### src/hw/rtl/gcs_pkg.sv
// Shared types, constants and letter mapping functions for the Gronsfeld
// cipher stream. No dependencies.
package gcs_pkg;

    localparam int unsigned CHAR_W      = 16;
    localparam int unsigned KEY_W       = 64;
    localparam int unsigned LEN_W       = 5;
    localparam int unsigned POS_W       = 4;
    localparam int unsigned DIGIT_W     = 4;
    localparam int unsigned IDX_W       = 6;
    localparam int unsigned SUM_W       = 7;
    localparam int unsigned CFG_IDX_W   = 2;
    localparam int unsigned QUEUE_DEPTH = 2;
    localparam int unsigned QPTR_W      = 1;
    localparam int unsigned QCNT_W      = 2;

    localparam logic [SUM_W-1:0] ALPHA_SIZE = 7'd59;

    typedef enum logic [CFG_IDX_W-1:0] {
        REG_KEY_DIGITS = 2'd0,
        REG_KEY_LENGTH = 2'd1,
        REG_MODE       = 2'd2
    } cfg_reg_t;

    // One classified character on its way from front to back
    typedef struct packed {
        logic [IDX_W-1:0]   idx;
        logic [DIGIT_W-1:0] shift;
        logic               bad;
        logic               eot;
    } entry_t;

    // Alphabet index of a character code; bad set when not a letter
    function automatic logic [IDX_W:0] letter_index(input logic [CHAR_W-1:0] c);
        logic [CHAR_W-1:0] d;
        begin
            d = '0;
            if (c >= 16'h0410 && c <= 16'h0415)
            begin
                d = c - 16'h0410;
                return {1'b0, d[IDX_W-1:0]};
            end
            else if (c == 16'h0401)
            begin
                return {1'b0, 6'd6};
            end
            else if (c >= 16'h0416 && c <= 16'h042F)
            begin
                d = c - 16'h0416 + 16'd7;
                return {1'b0, d[IDX_W-1:0]};
            end
            else if (c >= 16'h0061 && c <= 16'h007A)
            begin
                d = c - 16'h0061 + 16'd33;
                return {1'b0, d[IDX_W-1:0]};
            end
            return {1'b1, {IDX_W{1'b0}}};
        end
    endfunction

    // Character code of the letter at alphabet index r (r below 59)
    function automatic logic [CHAR_W-1:0] letter_code(input logic [IDX_W-1:0] r);
        logic [CHAR_W-1:0] rw;
        begin
            rw = {{(CHAR_W-IDX_W){1'b0}}, r};
            if (r < 6'd6)
                return 16'h0410 + rw;
            else if (r == 6'd6)
                return 16'h0401;
            else if (r < 6'd33)
                return 16'h0416 + rw - 16'd7;
            return 16'h0061 + rw - 16'd33;
        end
    endfunction

endpackage

### src/hw/rtl/gcs_front.sv
// Front end: accepts characters, classifies them against the alphabet and
// picks the key digit. Depends on gcs_pkg.
module gcs_front #(
    parameter int unsigned MAX_KEY_DIGITS = 16
) (
    input  logic                           clk,
    input  logic                           rst_n,
    input  logic                           in_valid,
    output logic                           in_ready,
    input  logic [gcs_pkg::CHAR_W-1:0]     in_code,
    input  logic                           in_last,
    input  logic [gcs_pkg::KEY_W-1:0]      key_digits,
    input  logic [gcs_pkg::LEN_W-1:0]      key_length,
    output logic                           push,
    output gcs_pkg::entry_t                push_entry,
    input  logic                           queue_ready
);

    logic [gcs_pkg::POS_W-1:0] key_position_reg;
    logic [gcs_pkg::POS_W-1:0] key_position_next;
    logic [gcs_pkg::LEN_W-1:0] len_eff;
    logic [gcs_pkg::POS_W-1:0] pos_use;
    logic [gcs_pkg::LEN_W-1:0] pos_inc;
    logic [gcs_pkg::IDX_W:0]   lookup;

    assign in_ready = queue_ready;
    assign push     = in_valid && queue_ready;

    always_comb
    begin
        if (key_length == '0)
            len_eff = gcs_pkg::LEN_W'(1);
        else if (key_length > gcs_pkg::LEN_W'(MAX_KEY_DIGITS))
            len_eff = gcs_pkg::LEN_W'(MAX_KEY_DIGITS);
        else
            len_eff = key_length;

        // fall back to the first digit when the length shrank mid-message
        if ({1'b0, key_position_reg} >= len_eff)
            pos_use = '0;
        else
            pos_use = key_position_reg;

        pos_inc = {1'b0, pos_use} + gcs_pkg::LEN_W'(1);
        if (pos_inc >= len_eff || in_last)
            key_position_next = '0;
        else
            key_position_next = pos_inc[gcs_pkg::POS_W-1:0];

        lookup           = gcs_pkg::letter_index(in_code);
        push_entry.idx   = lookup[gcs_pkg::IDX_W-1:0];
        push_entry.bad   = lookup[gcs_pkg::IDX_W];
        push_entry.shift = key_digits[pos_use*gcs_pkg::DIGIT_W +: gcs_pkg::DIGIT_W];
        push_entry.eot   = in_last;
    end

    always_ff @(posedge clk or negedge rst_n)
    begin
        if (!rst_n)
            key_position_reg <= '0;
        else if (push)
            key_position_reg <= key_position_next;
    end

endmodule

### src/hw/rtl/gcs_queue.sv
// Two-entry queue between front and back ends.
// Depends on gcs_pkg.
module gcs_queue (
    input  logic             clk,
    input  logic             rst_n,
    input  logic             push,
    input  gcs_pkg::entry_t  push_entry,
    output logic             ready,
    input  logic             pop,
    output logic             not_empty,
    output gcs_pkg::entry_t  head
);

    gcs_pkg::entry_t                mem [gcs_pkg::QUEUE_DEPTH];
    logic [gcs_pkg::QPTR_W-1:0]     wr_ptr_reg;
    logic [gcs_pkg::QPTR_W-1:0]     rd_ptr_reg;
    logic [gcs_pkg::QCNT_W-1:0]     count_reg;
    logic [gcs_pkg::QCNT_W-1:0]     count_next;

    assign ready     = count_reg != gcs_pkg::QCNT_W'(gcs_pkg::QUEUE_DEPTH);
    assign not_empty = count_reg != '0;
    assign head      = mem[rd_ptr_reg];

    always_comb
    begin
        count_next = count_reg;
        if (push && !pop)
            count_next = count_reg + gcs_pkg::QCNT_W'(1);
        else if (pop && !push)
            count_next = count_reg - gcs_pkg::QCNT_W'(1);
    end

    always_ff @(posedge clk)
    begin
        if (push)
            mem[wr_ptr_reg] <= push_entry;
    end

    always_ff @(posedge clk or negedge rst_n)
    begin
        if (!rst_n)
        begin
            wr_ptr_reg <= '0;
            rd_ptr_reg <= '0;
            count_reg  <= '0;
        end
        else
        begin
            if (push)
                wr_ptr_reg <= wr_ptr_reg + gcs_pkg::QPTR_W'(1);
            if (pop)
                rd_ptr_reg <= rd_ptr_reg + gcs_pkg::QPTR_W'(1);
            count_reg <= count_next;
        end
    end

endmodule

### src/hw/rtl/gcs_back.sv
// Back end: applies the shift modulo 59, maps back to a character code and
// holds the result word in the output register. Depends on gcs_pkg.
module gcs_back (
    input  logic                          clk,
    input  logic                          rst_n,
    input  logic                          mode,
    input  logic                          not_empty,
    input  gcs_pkg::entry_t               head,
    output logic                          pop,
    output logic                          out_valid,
    input  logic                          out_ready,
    output logic [gcs_pkg::CHAR_W-1:0]    out_code,
    output logic                          out_bad,
    output logic                          out_last
);

    logic                          valid_reg;
    logic [gcs_pkg::CHAR_W-1:0]    code_reg;
    logic                          bad_reg;
    logic                          last_reg;
    logic [gcs_pkg::SUM_W-1:0]     sum;
    logic [gcs_pkg::SUM_W-1:0]     wrapped;
    logic [gcs_pkg::CHAR_W-1:0]    code_next;

    assign pop = not_empty && (!valid_reg || out_ready);

    always_comb
    begin
        if (mode)
            sum = {1'b0, head.idx} + gcs_pkg::ALPHA_SIZE
                - {{(gcs_pkg::SUM_W-gcs_pkg::DIGIT_W){1'b0}}, head.shift};
        else
            sum = {1'b0, head.idx}
                + {{(gcs_pkg::SUM_W-gcs_pkg::DIGIT_W){1'b0}}, head.shift};

        // sum stays below twice the alphabet size: one subtract suffices
        if (sum >= gcs_pkg::ALPHA_SIZE)
            wrapped = sum - gcs_pkg::ALPHA_SIZE;
        else
            wrapped = sum;

        if (head.bad)
            code_next = '0;
        else
            code_next = gcs_pkg::letter_code(wrapped[gcs_pkg::IDX_W-1:0]);
    end

    always_ff @(posedge clk or negedge rst_n)
    begin
        if (!rst_n)
            valid_reg <= 1'b0;
        else if (pop)
            valid_reg <= 1'b1;
        else if (out_ready)
            valid_reg <= 1'b0;
    end

    always_ff @(posedge clk)
    begin
        if (pop)
        begin
            code_reg <= code_next;
            bad_reg  <= head.bad;
            last_reg <= head.eot;
        end
    end

    assign out_valid = valid_reg;
    assign out_code  = code_reg;
    assign out_bad   = bad_reg;
    assign out_last  = last_reg;

endmodule

### src/hw/rtl/gronsfeld_cipher_stream.sv
// Top level of the Gronsfeld cipher stream: configuration registers, front
// end, queue and back end. Depends on gcs_pkg, gcs_front, gcs_queue, gcs_back.
//
// Usage:
//   s_* channel takes one character word: s_tdata is the 16-bit character
//   code, s_tlast marks the last character of a message.
//   m_* channel returns one word per character: m_tdata is the shifted code
//   (0 for a character outside the alphabet), m_tuser flags such a character,
//   m_tlast copies the input mark.
//   cfg_* channel writes key_digits (index 0), key_length (1) and mode (2);
//   cfg_ready is always high and other indexes are dropped. Write only while
//   no words are in flight.
//   An accepted word is written into the queue, then popped into the output
//   register. Throughput is one word per cycle while m_tready stays high; the
//   front-end lookup and key step and the back-end modulo add are combinational.
//   When m_tready is low the output register holds its word and the two-entry
//   queue absorbs up to two more words before s_tready drops.
//   Reset clears the queue, the output valid, the key position (first digit)
//   and loads key 1, length 1, encrypt mode.
module gronsfeld_cipher_stream #(
    parameter int unsigned MAX_KEY_DIGITS = 16
) (
    input  logic                                clk,
    input  logic                                rst_n,
    input  logic                                s_tvalid,
    output logic                                s_tready,
    input  logic [15:0]                         s_tdata,   // [15:0] char_code
    input  logic                                s_tlast,
    output logic                                m_tvalid,
    input  logic                                m_tready,
    output logic [15:0]                         m_tdata,   // [15:0] out_code
    output logic                                m_tuser,   // [0] bad_char
    output logic                                m_tlast,
    input  logic                                cfg_valid,
    output logic                                cfg_ready,
    input  logic [gcs_pkg::CFG_IDX_W-1:0]       cfg_index,
    input  logic [gcs_pkg::KEY_W-1:0]           cfg_data
);

    logic [gcs_pkg::KEY_W-1:0] key_digits_reg;
    logic [gcs_pkg::LEN_W-1:0] key_length_reg;
    logic                      mode_reg;

    logic            push;
    logic            pop;
    logic            queue_ready;
    logic            queue_not_empty;
    gcs_pkg::entry_t push_entry;
    gcs_pkg::entry_t head;

    assign cfg_ready = 1'b1;

    always_ff @(posedge clk or negedge rst_n)
    begin
        if (!rst_n)
        begin
            key_digits_reg <= gcs_pkg::KEY_W'(1);
            key_length_reg <= gcs_pkg::LEN_W'(1);
            mode_reg       <= 1'b0;
        end
        else if (cfg_valid && cfg_ready)
        begin
            case (gcs_pkg::cfg_reg_t'(cfg_index))
                gcs_pkg::REG_KEY_DIGITS: key_digits_reg <= cfg_data;
                gcs_pkg::REG_KEY_LENGTH: key_length_reg <= cfg_data[gcs_pkg::LEN_W-1:0];
                gcs_pkg::REG_MODE:       mode_reg       <= cfg_data[0];
                default:                 ;
            endcase
        end
    end

    gcs_front #(
        .MAX_KEY_DIGITS (MAX_KEY_DIGITS)
    ) u_front (
        .clk         (clk),
        .rst_n       (rst_n),
        .in_valid    (s_tvalid),
        .in_ready    (s_tready),
        .in_code     (s_tdata),
        .in_last     (s_tlast),
        .key_digits  (key_digits_reg),
        .key_length  (key_length_reg),
        .push        (push),
        .push_entry  (push_entry),
        .queue_ready (queue_ready)
    );

    gcs_queue u_queue (
        .clk        (clk),
        .rst_n      (rst_n),
        .push       (push),
        .push_entry (push_entry),
        .ready      (queue_ready),
        .pop        (pop),
        .not_empty  (queue_not_empty),
        .head       (head)
    );

    gcs_back u_back (
        .clk       (clk),
        .rst_n     (rst_n),
        .mode      (mode_reg),
        .not_empty (queue_not_empty),
        .head      (head),
        .pop       (pop),
        .out_valid (m_tvalid),
        .out_ready (m_tready),
        .out_code  (m_tdata),
        .out_bad   (m_tuser),
        .out_last  (m_tlast)
    );

endmodule

### config.mk
export PLATFORM = sky130hd
export DESIGN_NAME = gronsfeld_cipher_stream
export DESIGN_NICKNAME = d
export VERILOG_FILES = /design/src/hw/rtl/gcs_pkg.sv /design/src/hw/rtl/gcs_front.sv /design/src/hw/rtl/gcs_queue.sv /design/src/hw/rtl/gcs_back.sv /design/src/hw/rtl/gronsfeld_cipher_stream.sv
export SDC_FILE = /design/constraint.sdc
export NUM_CORES = 1
export LEC_CHECK = 0
export BUFFER_PORTS_ARGS = -buffer_cell sky130_fd_sc_hd__buf_2
export CELL_PAD_IN_SITES_DETAIL_PLACEMENT = 0
export CELL_PAD_IN_SITES_GLOBAL_PLACEMENT = 1
export CORE_MARGIN = 10
export CORE_UTILIZATION = 51
export CTS_BUF_LIST = sky130_fd_sc_hd__clkbuf_8
export DETAILED_ROUTE_END_ITERATION = 10
export GPL_ROUTABILITY_DRIVEN = 0
export GPL_TIMING_DRIVEN = 1
export PLACE_DENSITY = 0.95
export SYNTH_ARGS = -nofsm -noshare
export SYNTH_HDL_FRONTEND = slang
export SYNTH_SLANG_ARGS = --single-unit
### constraint.sdc
create_clock -name clk -period 10.4 [get_ports clk]
set_input_delay 1.04 -clock clk [delete_from_list [all_inputs] [get_ports clk]]
set_output_delay 1.04 -clock clk [all_outputs]
set_load 0.005 [all_outputs]
## Yosys cells after proc, flatten, opt, wreduce, memory -nomap -nowiden

Memories as Yosys holds them, arrays and structs flattened.
Cells that the tools add are included.

| cells by class | value |
|---|---|
| shift-type cells | 1 |
| divide/modulo/power cells | 0 |
| reduce and logical (&&, ||, !) cells | 20 |
| order comparisons | 12 |
| $add $sub $neg | 19 |
| bitwise operators | 0 |
| equality and inequality tests | 5 |
| multipliers | 0 |
| mux-type cells | 29 |

Operator list:

| operator | number |
|---|---|
| $mux 16 | 4 |
| $shiftx 64x7->4 | 1 |
| $mux 7 | 6 |
| $ge 16x11->1 const B | 2 |
| $le 16x11->1 const B | 2 |
| $add 11x6->12 const A | 2 |
| $eq 16x11->1 const B | 1 |
| $ge 16x7->1 const B | 1 |
| $le 16x7->1 const B | 1 |
| $sub 16x3->16 const B | 1 |
| $sub 16x6->16 const B | 1 |
| $mux 1 | 12 |
| $sub 6x5->6 const B | 2 |
| $sub 6x6->6 const B | 2 |
| $mux 5 | 2 |
| $add 7x6->8 const A | 1 |
| $mux 4 | 2 |
| $add 6x4->7 | 1 |
| $add 6x6->7 const B | 1 |
| $ge 7x6->1 const B | 1 |
| $logic_and 1x1->1 | 7 |
| $sub 7x4->7 | 1 |
| $add 6x3->6 const B | 1 |
| $add 6x6->6 const B | 1 |
| other kinds (21) | 30 |

| storage, ports and cells | value |
|---|---|
| word-level logic and storage cells | 98 |
| bits in latches | 0 |
| bits in registers | 97 |
| memories kept | 1 |
| RAM bits | 24 |
| memory bits (read-only) | 0 |
| bits of input ports | 88 |
| output and inout port bits | 21 |

Memories:

| memory | words | bits a word | rd ports | clocked after memory_dff | wr ports | RTL line | text |
|---|---|---|---|---|---|---|---|
| u_queue.mem | 2 | 12 | 1 | 0 | 1 | gcs_queue.sv:14 | `gcs_pkg::entry_t mem [gcs_pkg::QUEUE_DEPTH];` |

## Longest topological paths before layout

Gate-level depths: netlist of run 1.
An unclocked memory read counts as a cell.

| depth | value |
|---|---|
| depth after elaboration | 12 |
| depth in mapped cells | 23 |
| depth with buffers taken out | 20 |

## By module

From an unflattened synthesis of run 1, not the netlist that was laid out.

| unflattened totals | value |
|---|---|
| cells, all modules | 634 |
| area total of the unflattened synthesis | 7463.4 µm² |

Modules (own cells, without submodules):

| module | area each (µm²) | sequential area each (µm²) | instances | cells an instance |
|---|---|---|---|---|
| gronsfeld_cipher_stream | 2937.8 | 1754.2 | 1 | 152 |
| gcs_front | 1831.8 | 100.1 | 1 | 247 |
| gcs_back | 1604.0 | 325.3 | 1 | 182 |
| gcs_queue | 1089.8 | 820.8 | 1 | 53 |

## Worst setup path before layout of run 1

No wires, ideal clock.

| path | value |
|---|---|
| kind | flip-flop to flip-flop |
| start point | register u_queue.rd_ptr_reg |
| end point | register u_back.code_reg (netlist bit u_back.out_code[7]) (data pin) |
| arrival time | 4.699 ns |
| setup time | 0.259 ns |
| required time | 10.141 ns |
| buffers on the path | 3 |
| clock period less this slack | 4.958 ns |
| setup slack | 5.442 ns |
| cell stages (with the launch flop) | 22 |
| cells stage by stage | dfrtp_1 buf_6 clkbuf_1 mux2_2 ha_1 ha_1 ha_1 mux2i_2 o211ai_1 o21a_4 a31oi_4 mux2i_4 inv_2 ha_1 and4_1 clkbuf_1 a21oi_1 o22ai_1 nor3_1 a21oi_1 ha_1 o21bai_1 |

| between the ends | value |
|---|---|
| longest elaborated chain between the ends | 12 |

RTL lines:

| what | RTL line | text |
|---|---|---|
| start, declared | gcs_queue.sv:16 | `logic [gcs_pkg::QPTR_W-1:0] rd_ptr_reg;` |
| start signal, assigned | gcs_queue.sv:52 | `rd_ptr_reg <= rd_ptr_reg + gcs_pkg::QPTR_W'(1);` |
| $mem_v2 2x12 (*) | -- |  |
| $add 6x6->7 | gcs_back.sv:30 | `sum = {1'b0, head.idx} + gcs_pkg::ALPHA_SIZE` |
| $sub 7x4->7 | gcs_back.sv:31 | `- {{(gcs_pkg::SUM_W-gcs_pkg::DIGIT_W){1'b0}}, head.shift};` |
| $mux 7 | gcs_back.sv:29 | `if (mode)` |
| $sub 6x6->6 or $ge 7x6->1 (tied branches) | gcs_back.sv:38, gcs_back.sv:37 |  |
| $mux 6 | gcs_back.sv:37 | `if (sum >= gcs_pkg::ALPHA_SIZE)` |
| $add 11x6->12 or $lt 6x6->1 (tied branches) | gcs_pkg.sv:71, gcs_pkg.sv:70 |  |
| $sub 16x3->16 or $mux 1 (tied branches) | gcs_pkg.sv:71, gcs_pkg.sv:70 |  |
| $mux 16 or $mux 1 (tied branches) | gcs_pkg.sv:70, gcs_pkg.sv:68 |  |
| $mux 16 or $mux 1 (tied branches) | gcs_pkg.sv:68, gcs_pkg.sv:66 |  |
| $mux 16 or $mux 1 (tied branches) | gcs_pkg.sv:66, gcs_back.sv:42 |  |
| $mux 16 | gcs_pkg.sv:72 | `return 16'h0061 + rw - 16'd33;` |
| end signal, assigned | gcs_back.sv:62 | `code_reg <= code_next;` |
| end, declared | gcs_back.sv:18 | `logic [gcs_pkg::CHAR_W-1:0] code_reg;` |

Mark *: on every way between the ends. The rest lies on a longest branch, timed or not. The select of a mux whose other input is x is not followed.
A chain may end at the register's enable or synchronous reset.

## Final worst setup path of run 1

| path | value |
|---|---|
| start point | register u_queue.rd_ptr_reg |
| end point | register u_back.code_reg (netlist bit u_back.out_code[6]) (data pin) |

The elaborated chain is that of the path after synthesis.

==> flow_summary.json, run 1 <==
{
  "htree_num_levels": 4,
  "synthFlopType": "dfrtp_1",
  "vias": 5419,
  "drtIter0Drc": 460,
  "crit_type": "reg -> reg",
  "status": "finished, final reports clean",
  "clkTransAtPathRegs_ps": 70,
  "rr_worst_depth": 16,
  "holdBufCountCts": 0,
  "route.detailed.wl_per_inst_um": 17.9,
  "period_minus_slack_ps": 5880,
  "async_flop_share": 0.653,
  "wl_met1_um": 7010,
  "cts_tree": "yes",
  "antennaDiodeCount": 0,
  "cts_inserted_buffers": 17,
  "drv_cap": 0,
  "cp_slowest_stage_delay_ps": 800,
  "die_area_mm2": 0.0195,
  "ant_nets": 0,
  "synth-edff-count": 42,
  "register_area_mm2": 0.00324,
  "syn_area_mm2": 0.00731,
  "path_buf_inv": 1,
  "routed_wl_um": 16800,
  "ys_top_cells_by_count": "mux2_2, dfrtp_1, nand2_1, ha_1, edfxtp_1",
  "worst_setup_path_end_kind": "register",
  "synth.area.top_cells": "dfrtp_1, edfxtp_1, mux2_2",
  "arrival_ps": 6190,
  "synth_top_area_frac": 0.263,
  "first_pass_iters": 8,
  "multiInputGateArea_mm2": 0.00385,
  "fin_worst_skew_ps": 12.7,
  "rrSetupSlack_ps": 4520,
  "grt_setup_unrepaired": "no",
  "fmax_mhz": 170,
  "io_buffers": 107,
  "setup_tns_ps": 0,
  "die_h_um": 140,
  "grt_pass1_vias": 5799,
  "nFillCells": 1150,
  "dp_hpwl_um": 12800,
  "cts-root-buf": "clkbuf_8",
  "cp_common_cell": "ha_1",
  "drc_errors": 0,
  "crit_path_start_kind": "register",
  "fin_crit_sh": 0.566,
  "hold_viol": 0,
  "setup_violations": 0,
  "grt_pass1_wl_um": 28300,
  "worstPathRequired_ps": 10700,
  "seq_area_frac_synth": 0.443,
  "max_slew_margin": 0.273,
  "clockBufferDepth": 2,
  "cp_max_fo": 15,
  "ys_ff_latch": 121,
  "syn_to_final_growth_pct": 14.5,
  "cp_num_cells": 16,
  "hold_path_class": "reg -> reg",
  "postCtsSetupBuffers": 0,
  "synth_most_common_cell": "mux2_2",
  "io_pins": 109,
  "antenna_found_initial": 0,
  "top_layer_used": "met4",
  "yosysTopAreaCell": "dfrtp_1",
  "netlist_instances": 643,
  "hold-path-cell-count": 1,
  "core.rowCount": 43,
  "grt_usage": 0.172,
  "tightest_slew_ps": 1060,
  "gr-total-overflow": 0,
  "slew_violations": 0,
  "largest_reg_flops": 64,
  "syn_area_per_cell_um2": 11.4,
  "viasPerCell": 5.77,
  "synth_cell_types": 79,
  "nets": 879,
  "die_w_um": 140,
  "wl_met3_um": 956,
  "worstPathCellList": "mux2_2 -> ha_1 -> ha_1 -> ha_1 -> o21a_1 -> o311ai_2 -> o21a_4 -> a31oi_4 -> xnor2_1 -> inv_1 -> ha_1 -> a41oi_1 -> nor2b_1 -> o21ai_0 -> nor3_1 -> a311o_1",
  "drive_gt1_frac": 0.341,
  "cp_top_family": "compound AO/OA/AOI/OAI gates",
  "grt_max_degree": 80,
  "initial_utilization": 0.523,
  "met2WireLength_um": 8550,
  "clkSinkCount": 121,
  "core_mm2": 0.0140,
  "critPathSlowestCell": "xnor2_1",
  "cts_resized": 0,
  "yosysWarnings": 0,
  "clkLatencyLatePin_ps": 440
}
[worst register-to-register path: cells and delay by family (launching register included)]
| family | cells | cell delay, ps |
|---|---|---|
| AOI/OAI and AO/OA | 7 | 1820 |
| DFF | 1 | 770 |
| xor gates and xnor gates | 1 | 800 |
| adders and majority gates | 4 | 1060 |
| buffers and inverters | 1 | 220 |
| and+or+nand+nor | 2 | 640 |
| muxes | 1 | 450 |
[placed cells by master, fill, tap and decap left out, types with 14 or more instances in the layout]
cell type  synthesis  routed
a21oi_1           19      19
inv_1             25      26
buf_2              2     106
nand2_1           52      52
clkbuf_8           0      18
dfrtp_1           77      77
xnor2_1           18      18
edfxtp_1          42      42
mux2i_1           14      14
mux2_2            82      82
nor2_1            36      36
ha_1              44      44
[cell families after synthesis]
kind of cell    count (synthesis)  synth area share
simple gates                  171             0.119
xor+xnor                       24            0.0287
buf+inv                        58            0.0332
fa+ha+maj                      45            0.0780
other cells                     2           0.00103
compound gates                114             0.118
flops                         121             0.443
mux                           108             0.179
[metrics by stage]
step / utilization / setup WS [ps] / std cells / hold slack [ps] / instance area [µm²]
after floorplan: - / 5440 / 646 / 461 / 7320
after global placement: 0.570 / 4940 / 907 / 481 / 7980
after detailed placement: 0.570 / 4630 / 907 / 489 / 7980
after CTS: 0.599 / 4600 / 939 / 498 / 8380
after global routing: 0.599 / 4090 / 939 / 519 / 8380
final: 0.599 / 4520 / 939 / 497 / 8380
[per-layer routing]
metal,vias to the layer above,global-route usage
met4,0,0.0560
li1,2571,-
met2,179,0.298
met5,-,0
met3,31,0.0500
met1,2638,0.200
[layout make-up]
class | instances | share of cell area
Inverter | 30 | 0.0134
Timing Repair Buffer | 109 | 0.0660
Clock buffer | 18 | 0.0296
Multi-Input combinational cell | 467 | 0.459
Tap cell | 180 | 0.0269
Clock inverter | 14 | 0.0181
Sequential cell | 121 | 0.387
[path summary, 6_finish.rpt]
| check | startpoint | to |
|---|---|---|
| hold reg to reg | u_queue.wr_ptr_reg$_DFFE_PN0P_ | u_queue.wr_ptr_reg$_DFFE_PN0P_ |
| setup reg to reg | u_queue.rd_ptr_reg$_DFFE_PN0P_ | u_back.out_code[6]$_SDFFCE_PP0P_ |
| max in group asynchronous | rst_n | key_digits_reg[6]$_DFFE_PN0P_ |
| min in group asynchronous | rst_n | key_digits_reg[15]$_DFFE_PN0P_ |
| setup / recovery | u_queue.rd_ptr_reg$_DFFE_PN0P_ | u_back.out_code[6]$_SDFFCE_PP0P_ |
| hold / removal | u_queue.wr_ptr_reg$_DFFE_PN0P_ | u_queue.wr_ptr_reg$_DFFE_PN0P_ |
Power of run 1 is not shown: default switching activity piles up to over one toggle a cycle in this logic, so the estimate is an artifact.
==> run 2: changes to the inputs <==
- ABC_AREA: unset -> 1
- CORE_UTILIZATION: 51 -> 45
- PLACE_DENSITY: 0.95 -> 0.9
- clock period: 10.4 -> 5.5 ns (I/O delays scaled with it)
==> run 2 against run 1 <==
Maximum frequency grew 23%. Synthesized cell count grew 35%. Count of clock-buffer cells in the layout grew 3. Global-route usage shrank 1.8 points. Via count grew 10%. Core utilization shrank 6.4 points. Critical path type unchanged.
==> flow_summary.json, run 2 <==
{
  "async_flop_share": 0.653,
  "layout_common_cells": "nand2_1, inv_1, buf_2, dfrtp_1, nor2_1",
  "drv_cap": 0,
  "route.detailed.wl_per_inst_um": 14.0,
  "fin_worst_skew_ps": 12.7,
  "nFillCells": 1509,
  "drtIter0Drc": 333,
  "htree_num_levels": 4,
  "setup_tns_ps": 0,
  "grt_pass1_wl_um": 28100,
  "die_area_mm2": 0.0221,
  "cp_max_fo": 15,
  "fmax_mhz": 209,
  "grt_max_degree": 86,
  "grt_pass1_vias": 6037,
  "cts_tree": "yes",
  "synthFlopType": "dfrtp_1",
  "holdBufCountCts": 0,
  "regToRegStartpoint": "u_queue.rd_ptr_reg$_DFFE_PN0P_",
  "slew_violations": 0,
  "core_mm2": 0.0161,
  "dp_hpwl_um": 12800,
  "first_pass_iters": 4,
  "nets": 1109,
  "hold_path_class": "in -> async",
  "synth_top_area_frac": 0.259,
  "arrival_ps": 5070,
  "setup_violations": 0,
  "grt_usage": 0.155,
  "tightest_slew_ps": 1040,
  "cp-startpoint": "u_queue.rd_ptr_reg$_DFFE_PN0P_",
  "ys_ff_latch": 121,
  "multiInputGateArea_mm2": 0.00367,
  "syn_area_per_cell_um2": 8.59,
  "synth_cell_types": 50,
  "max_slew_margin": 0.302,
  "vias": 5975,
  "status": "finished, final reports clean",
  "antennaDiodeCount": 0,
  "instances_no_fill": 1204,
  "synth-edff-count": 42,
  "clkSinkCount": 121,
  "register_area_mm2": 0.00324,
  "crit_path_start_kind": "register",
  "syn_area_mm2": 0.00744,
  "die_w_um": 149,
  "core.rowCount": 46,
  "cts-root-buf": "clkbuf_8",
  "clkLatencyLatePin_ps": 440,
  "gr-total-overflow": 0,
  "dp.cells": 1173,
  "hold_viol": 0,
  "synth.area.top_cells": "dfrtp_1, edfxtp_1, nand2_1",
  "die_h_um": 149,
  "synth_most_common_cell": "nand2_1",
  "io_pins": 109,
  "seq_area_frac_synth": 0.436,
  "clkTransAtPathRegs_ps": 80,
  "drive_gt1_frac": 0.228,
  "period_minus_slack_ps": 4800,
  "cts_inserted_buffers": 17,
  "viasPerCell": 4.96,
  "initial_utilization": 0.463,
  "grt_setup_unrepaired": "no",
  "postCtsSetupBuffers": 0,
  "cts_resized": 0,
  "yosysWarnings": 0,
  "yosysTopAreaCell": "dfrtp_1",
  "syn_to_final_growth_pct": 15.5,
  "fin_crit_sh": 0.872,
  "netlist_instances": 866,
  "drc_errors": 0,
  "layout_commonest_cell": "nand2_1",
  "crit_type": "reg -> reg",
  "worstPathRequired_ps": 5780,
  "ys_top_cells_by_count": "nand2_1, inv_1, dfrtp_1, nor2_1, nand3_1",
  "largest_reg_flops": 64,
  "io_buffers": 107,
  "ant_nets": 0,
  "routed_wl_um": 16800,
  "worst_setup_path_end_kind": "register",
  "clockBufferDepth": 2,
  "antenna_found_initial": 0
}
-- run 2: cell types whose count changed after synthesis, sizes merged, moves of 12 or more --
cell    previous run  this run
a21oi             19        36
a31oi             13         1
and3              13         0
inv               29       122
mux2              84        43
nand2             54       187
nand3             13        59
nor2              36        77
o211ai             4        17
o21ai             12        62
xnor2             18         2
-- run 2: critical path: stages, from the launching register on --
cell and delay [ps]:
dfrtp_1 600, inv_1 240, or2_2 310, o21ai_0 110, inv_1 70, ha_1 220
fa_1 480, nand2_1 50, nand2_1 100, ha_1 210, nor2_1 80, a21oi_2 170
nand4_4 160, nand2_4 140, nand2_1 60, nand2_1 190, inv_2 100, ha_1 220
nand3_1 170, nor2_1 70, nand2_1 80, nand2_1 80, o21ai_1 190, inv_1 50
nor2_1 90, ha_1 230, o22ai_1 170
-- run 2: area by class of cell --
class / count / share of cell area
Clock buffer: 21 / 0.0337
Clock inverter: 10 / 0.0106
Inverter: 123 / 0.0546
Multi-Input combinational cell: 603 / 0.427
Sequential cell: 121 / 0.377
Tap cell: 216 / 0.0315
Timing Repair Buffer: 110 / 0.0653
-- run 2: cells by family (layout without fill, tap and decap cells) --
kind of cell	after synthesis	after routing	synth area share
AOI/OAI and AO/OA	134	134	0.107
adders and majority gates	45	45	0.0767
other	2	5	0.00101
xor gates and xnor gates	9	9	0.0106
buffers and inverters	145	264	0.0759
and+or+nand+nor	351	351	0.206
muxes	59	59	0.0866
DFF	121	121	0.436
-- run 2: per-stage QoR --
stage | hold WS (ps) | setup WS (ps) | util | instance area (µm²)
floorplan | 254 | 1320 | - | 7450
detailed placement | 467 | 699 | 0.511 | 8210
finish | 274 | 704 | 0.535 | 8590
global placement | 464 | 824 | 0.511 | 8210
CTS | 276 | 678 | 0.535 | 8590
global route | 287 | 151 | 0.535 | 8590
-- run 2: worst paths after layout --
check	end	depth (start not counted)	slack, ps
hold / removal	key_digits_reg[59]$_DFFE_PN0P_	1	270
min in group clk	u_back.out_valid$_DFFE_PN0P_	2	310
max in group asynchronous	u_back.out_valid$_DFFE_PN0P_	1	4570
setup reg to reg	u_back.out_code[7]$_SDFFCE_PP0P_	26	700
setup / recovery	u_back.out_code[7]$_SDFFCE_PP0P_	26	700
hold reg to reg	u_queue.count_reg[0]$_DFFE_PN0P_	1	470
-- run 2: layer usage --
layer / GRT usage / up-vias / share of wire
li1: - / 3093 / -
met1: 0.188 / 2748 / 0.46
met2: 0.259 / 117 / 0.48
met3: 0.0419 / 17 / 0.045
met4: 0.0520 / 0 / 0.012
met5: 0 / - / 0
Power of run 2 is left out for the same reason.
==> run 3: changes to the inputs <==
- RECOVER_POWER: unset -> 25
==> run 3 against run 2 <==
The flow now finishes with violations (capacitance limit, slew limit). Sequential share of layout area is essentially flat. Global-route usage is the same. Critical path type unchanged. Non-clock buffer count is the same. Largest cell class unchanged. First-iteration DRC count is the same.
==> flow_summary.json, run 3 (synthesis gave the netlist of run 2 again) <==
{
  "status": "complete, but fails checks",
  "violations": "capacitance limit, slew limit",
  "clkLatencyLatePin_ps": 440,
  "antenna_found_initial": 0,
  "io_buffers": 107,
  "hold_path_class": "in -> reg",
  "die_area_mm2": 0.0221,
  "nets": 1109,
  "grt_usage": 0.155,
  "die_h_um": 149,
  "rrSetupSlack_ps": 700,
  "drtIter0Drc": 333,
  "first_pass_iters": 4,
  "gr-total-overflow": 0,
  "postCtsSetupBuffers": 0,
  "hold_viol": 0,
  "cts_tree": "yes",
  "worstReg2RegEnd": "u_back.out_code[7]$_SDFFCE_PP0P_",
  "core.rowCount": 46,
  "max_slew_margin": -1.84,
  "setup_violations": 0,
  "cts_inserted_buffers": 17,
  "slew_violations": 80,
  "period_minus_slack_ps": 4800,
  "clkTransAtPathRegs_ps": 80,
  "grt_max_degree": 86,
  "holdBufCountCts": 0,
  "core_mm2": 0.0161,
  "cts_resized": 0,
  "grt_setup_unrepaired": "no",
  "routed_wl_um": 16800,
  "route.detailed.wl_per_inst_um": 14.0,
  "worstPathRequired_ps": 5780,
  "worst_setup_path_end_kind": "register",
  "rr_worst_depth": 26,
  "fmax_mhz": 208,
  "regToRegStartpoint": "u_queue.rd_ptr_reg$_DFFE_PN0P_",
  "layout_commonest_cell": "nand2_1",
  "die_w_um": 149,
  "layout_common_cells": "nand2_1, inv_1, buf_2, dfrtp_1, nor2_1",
  "viasPerCell": 4.96,
  "clkSinkCount": 121,
  "arrival_ps": 5080,
  "initial_utilization": 0.463,
  "largest_reg_flops": 64,
  "setup_tns_ps": 0,
  "holdPathEnd": "u_back.out_valid$_DFFE_PN0P_",
  "hold-path-cell-count": 2,
  "drive_gt1_frac": 0.226,
  "antennaDiodeCount": 0,
  "drv_cap": 1,
  "dp_hpwl_um": 12800,
  "crit_path_start_kind": "register",
  "grt_pass1_vias": 6037,
  "cp_max_fo": 15,
  "crit_type": "reg -> reg",
  "clockBufferDepth": 2,
  "vias": 5971,
  "syn_to_final_growth_pct": 15.4,
  "grt_pass1_wl_um": 28100,
  "tightest_slew_ps": 4260,
  "htree_num_levels": 4,
  "fin_crit_sh": 0.872,
  "ant_nets": 0,
  "min_from": "m_tready",
  "fin_worst_skew_ps": 12.6,
  "io_pins": 109,
  "drc_errors": 0,
  "cts-root-buf": "clkbuf_8"
}
## run 3: how the worst max path moves through the flow
stage / end / cells after the start / start
6_report: u_back.out_code[7]$_SDFFCE_PP0P_ / 26 / u_queue.rd_ptr_reg$_DFFE_PN0P_
5_1_grt: u_back.out_code[7]$_SDFFCE_PP0P_ / 26 / u_queue.rd_ptr_reg$_DFFE_PN0P_
4_1_cts: u_back.out_code[7]$_SDFFCE_PP0P_ / 26 / u_queue.rd_ptr_reg$_DFFE_PN0P_
3_5_place_dp: u_back.out_code[7]$_SDFFCE_PP0P_ / 26 / u_queue.rd_ptr_reg$_DFFE_PN0P_
3_3_place_gp: u_back.out_code[7]$_SDFFCE_PP0P_ / 27 / u_queue.rd_ptr_reg$_DFFE_PN0P_
2_1_floorplan: u_back.out_code[7]$_SDFFCE_PP0P_ / 28 / u_queue.rd_ptr_reg$_DFFE_PN0P_
## run 3: worst max-delay path, cell delays in order (launching register included)
cell	delay, ps
dfrtp_1	600
inv_1	240
or2_2	310
o21ai_0	110
inv_1	70
ha_1	220
fa_1	480
nand2_1	50
nand2_1	100
ha_1	210
nor2_1	80
a21oi_2	170
nand4_4	160
nand2_4	140
nand2_1	60
nand2_1	190
inv_2	110
ha_1	220
nand3_1	170
nor2_1	70
nand2_1	80
nand2_1	80
o21ai_1	190
inv_1	50
nor2_1	90
ha_1	230
o22ai_1	170
## run 3: area by class of cell
type | count | area, µm²
Timing Repair Buffer | 110 | 556
Clock inverter | 10 | 91.3
Fill cell | 1510 | 7470
Sequential cell | 121 | 3240
Tap cell | 216 | 270
Inverter | 123 | 469
Clock buffer | 21 | 289
Multi-Input combinational cell | 603 | 3670
## run 3: layer usage
layer	global-route usage	up-vias	routed length, µm
met5	0	-	0
met4	0.0520	0	186
met3	0.0419	15	744
met2	0.259	111	8120
met1	0.188	2752	7790
li1	-	3093	-
## run 3: through the flow
step                      instances  setup WS, ps  utilization  hold WS (ps)  cell area, µm²
after floorplan                 869          1320            -           254            7450
after global placement         1173           824        0.511           464            8210
after detailed placement       1173           699        0.511           467            8210
after CTS                      1204           678        0.535           276            8590
after global routing           1204           151        0.535           287            8580
final                          1204           702        0.535           306            8580
Power of run 3 is left out for the same reason.
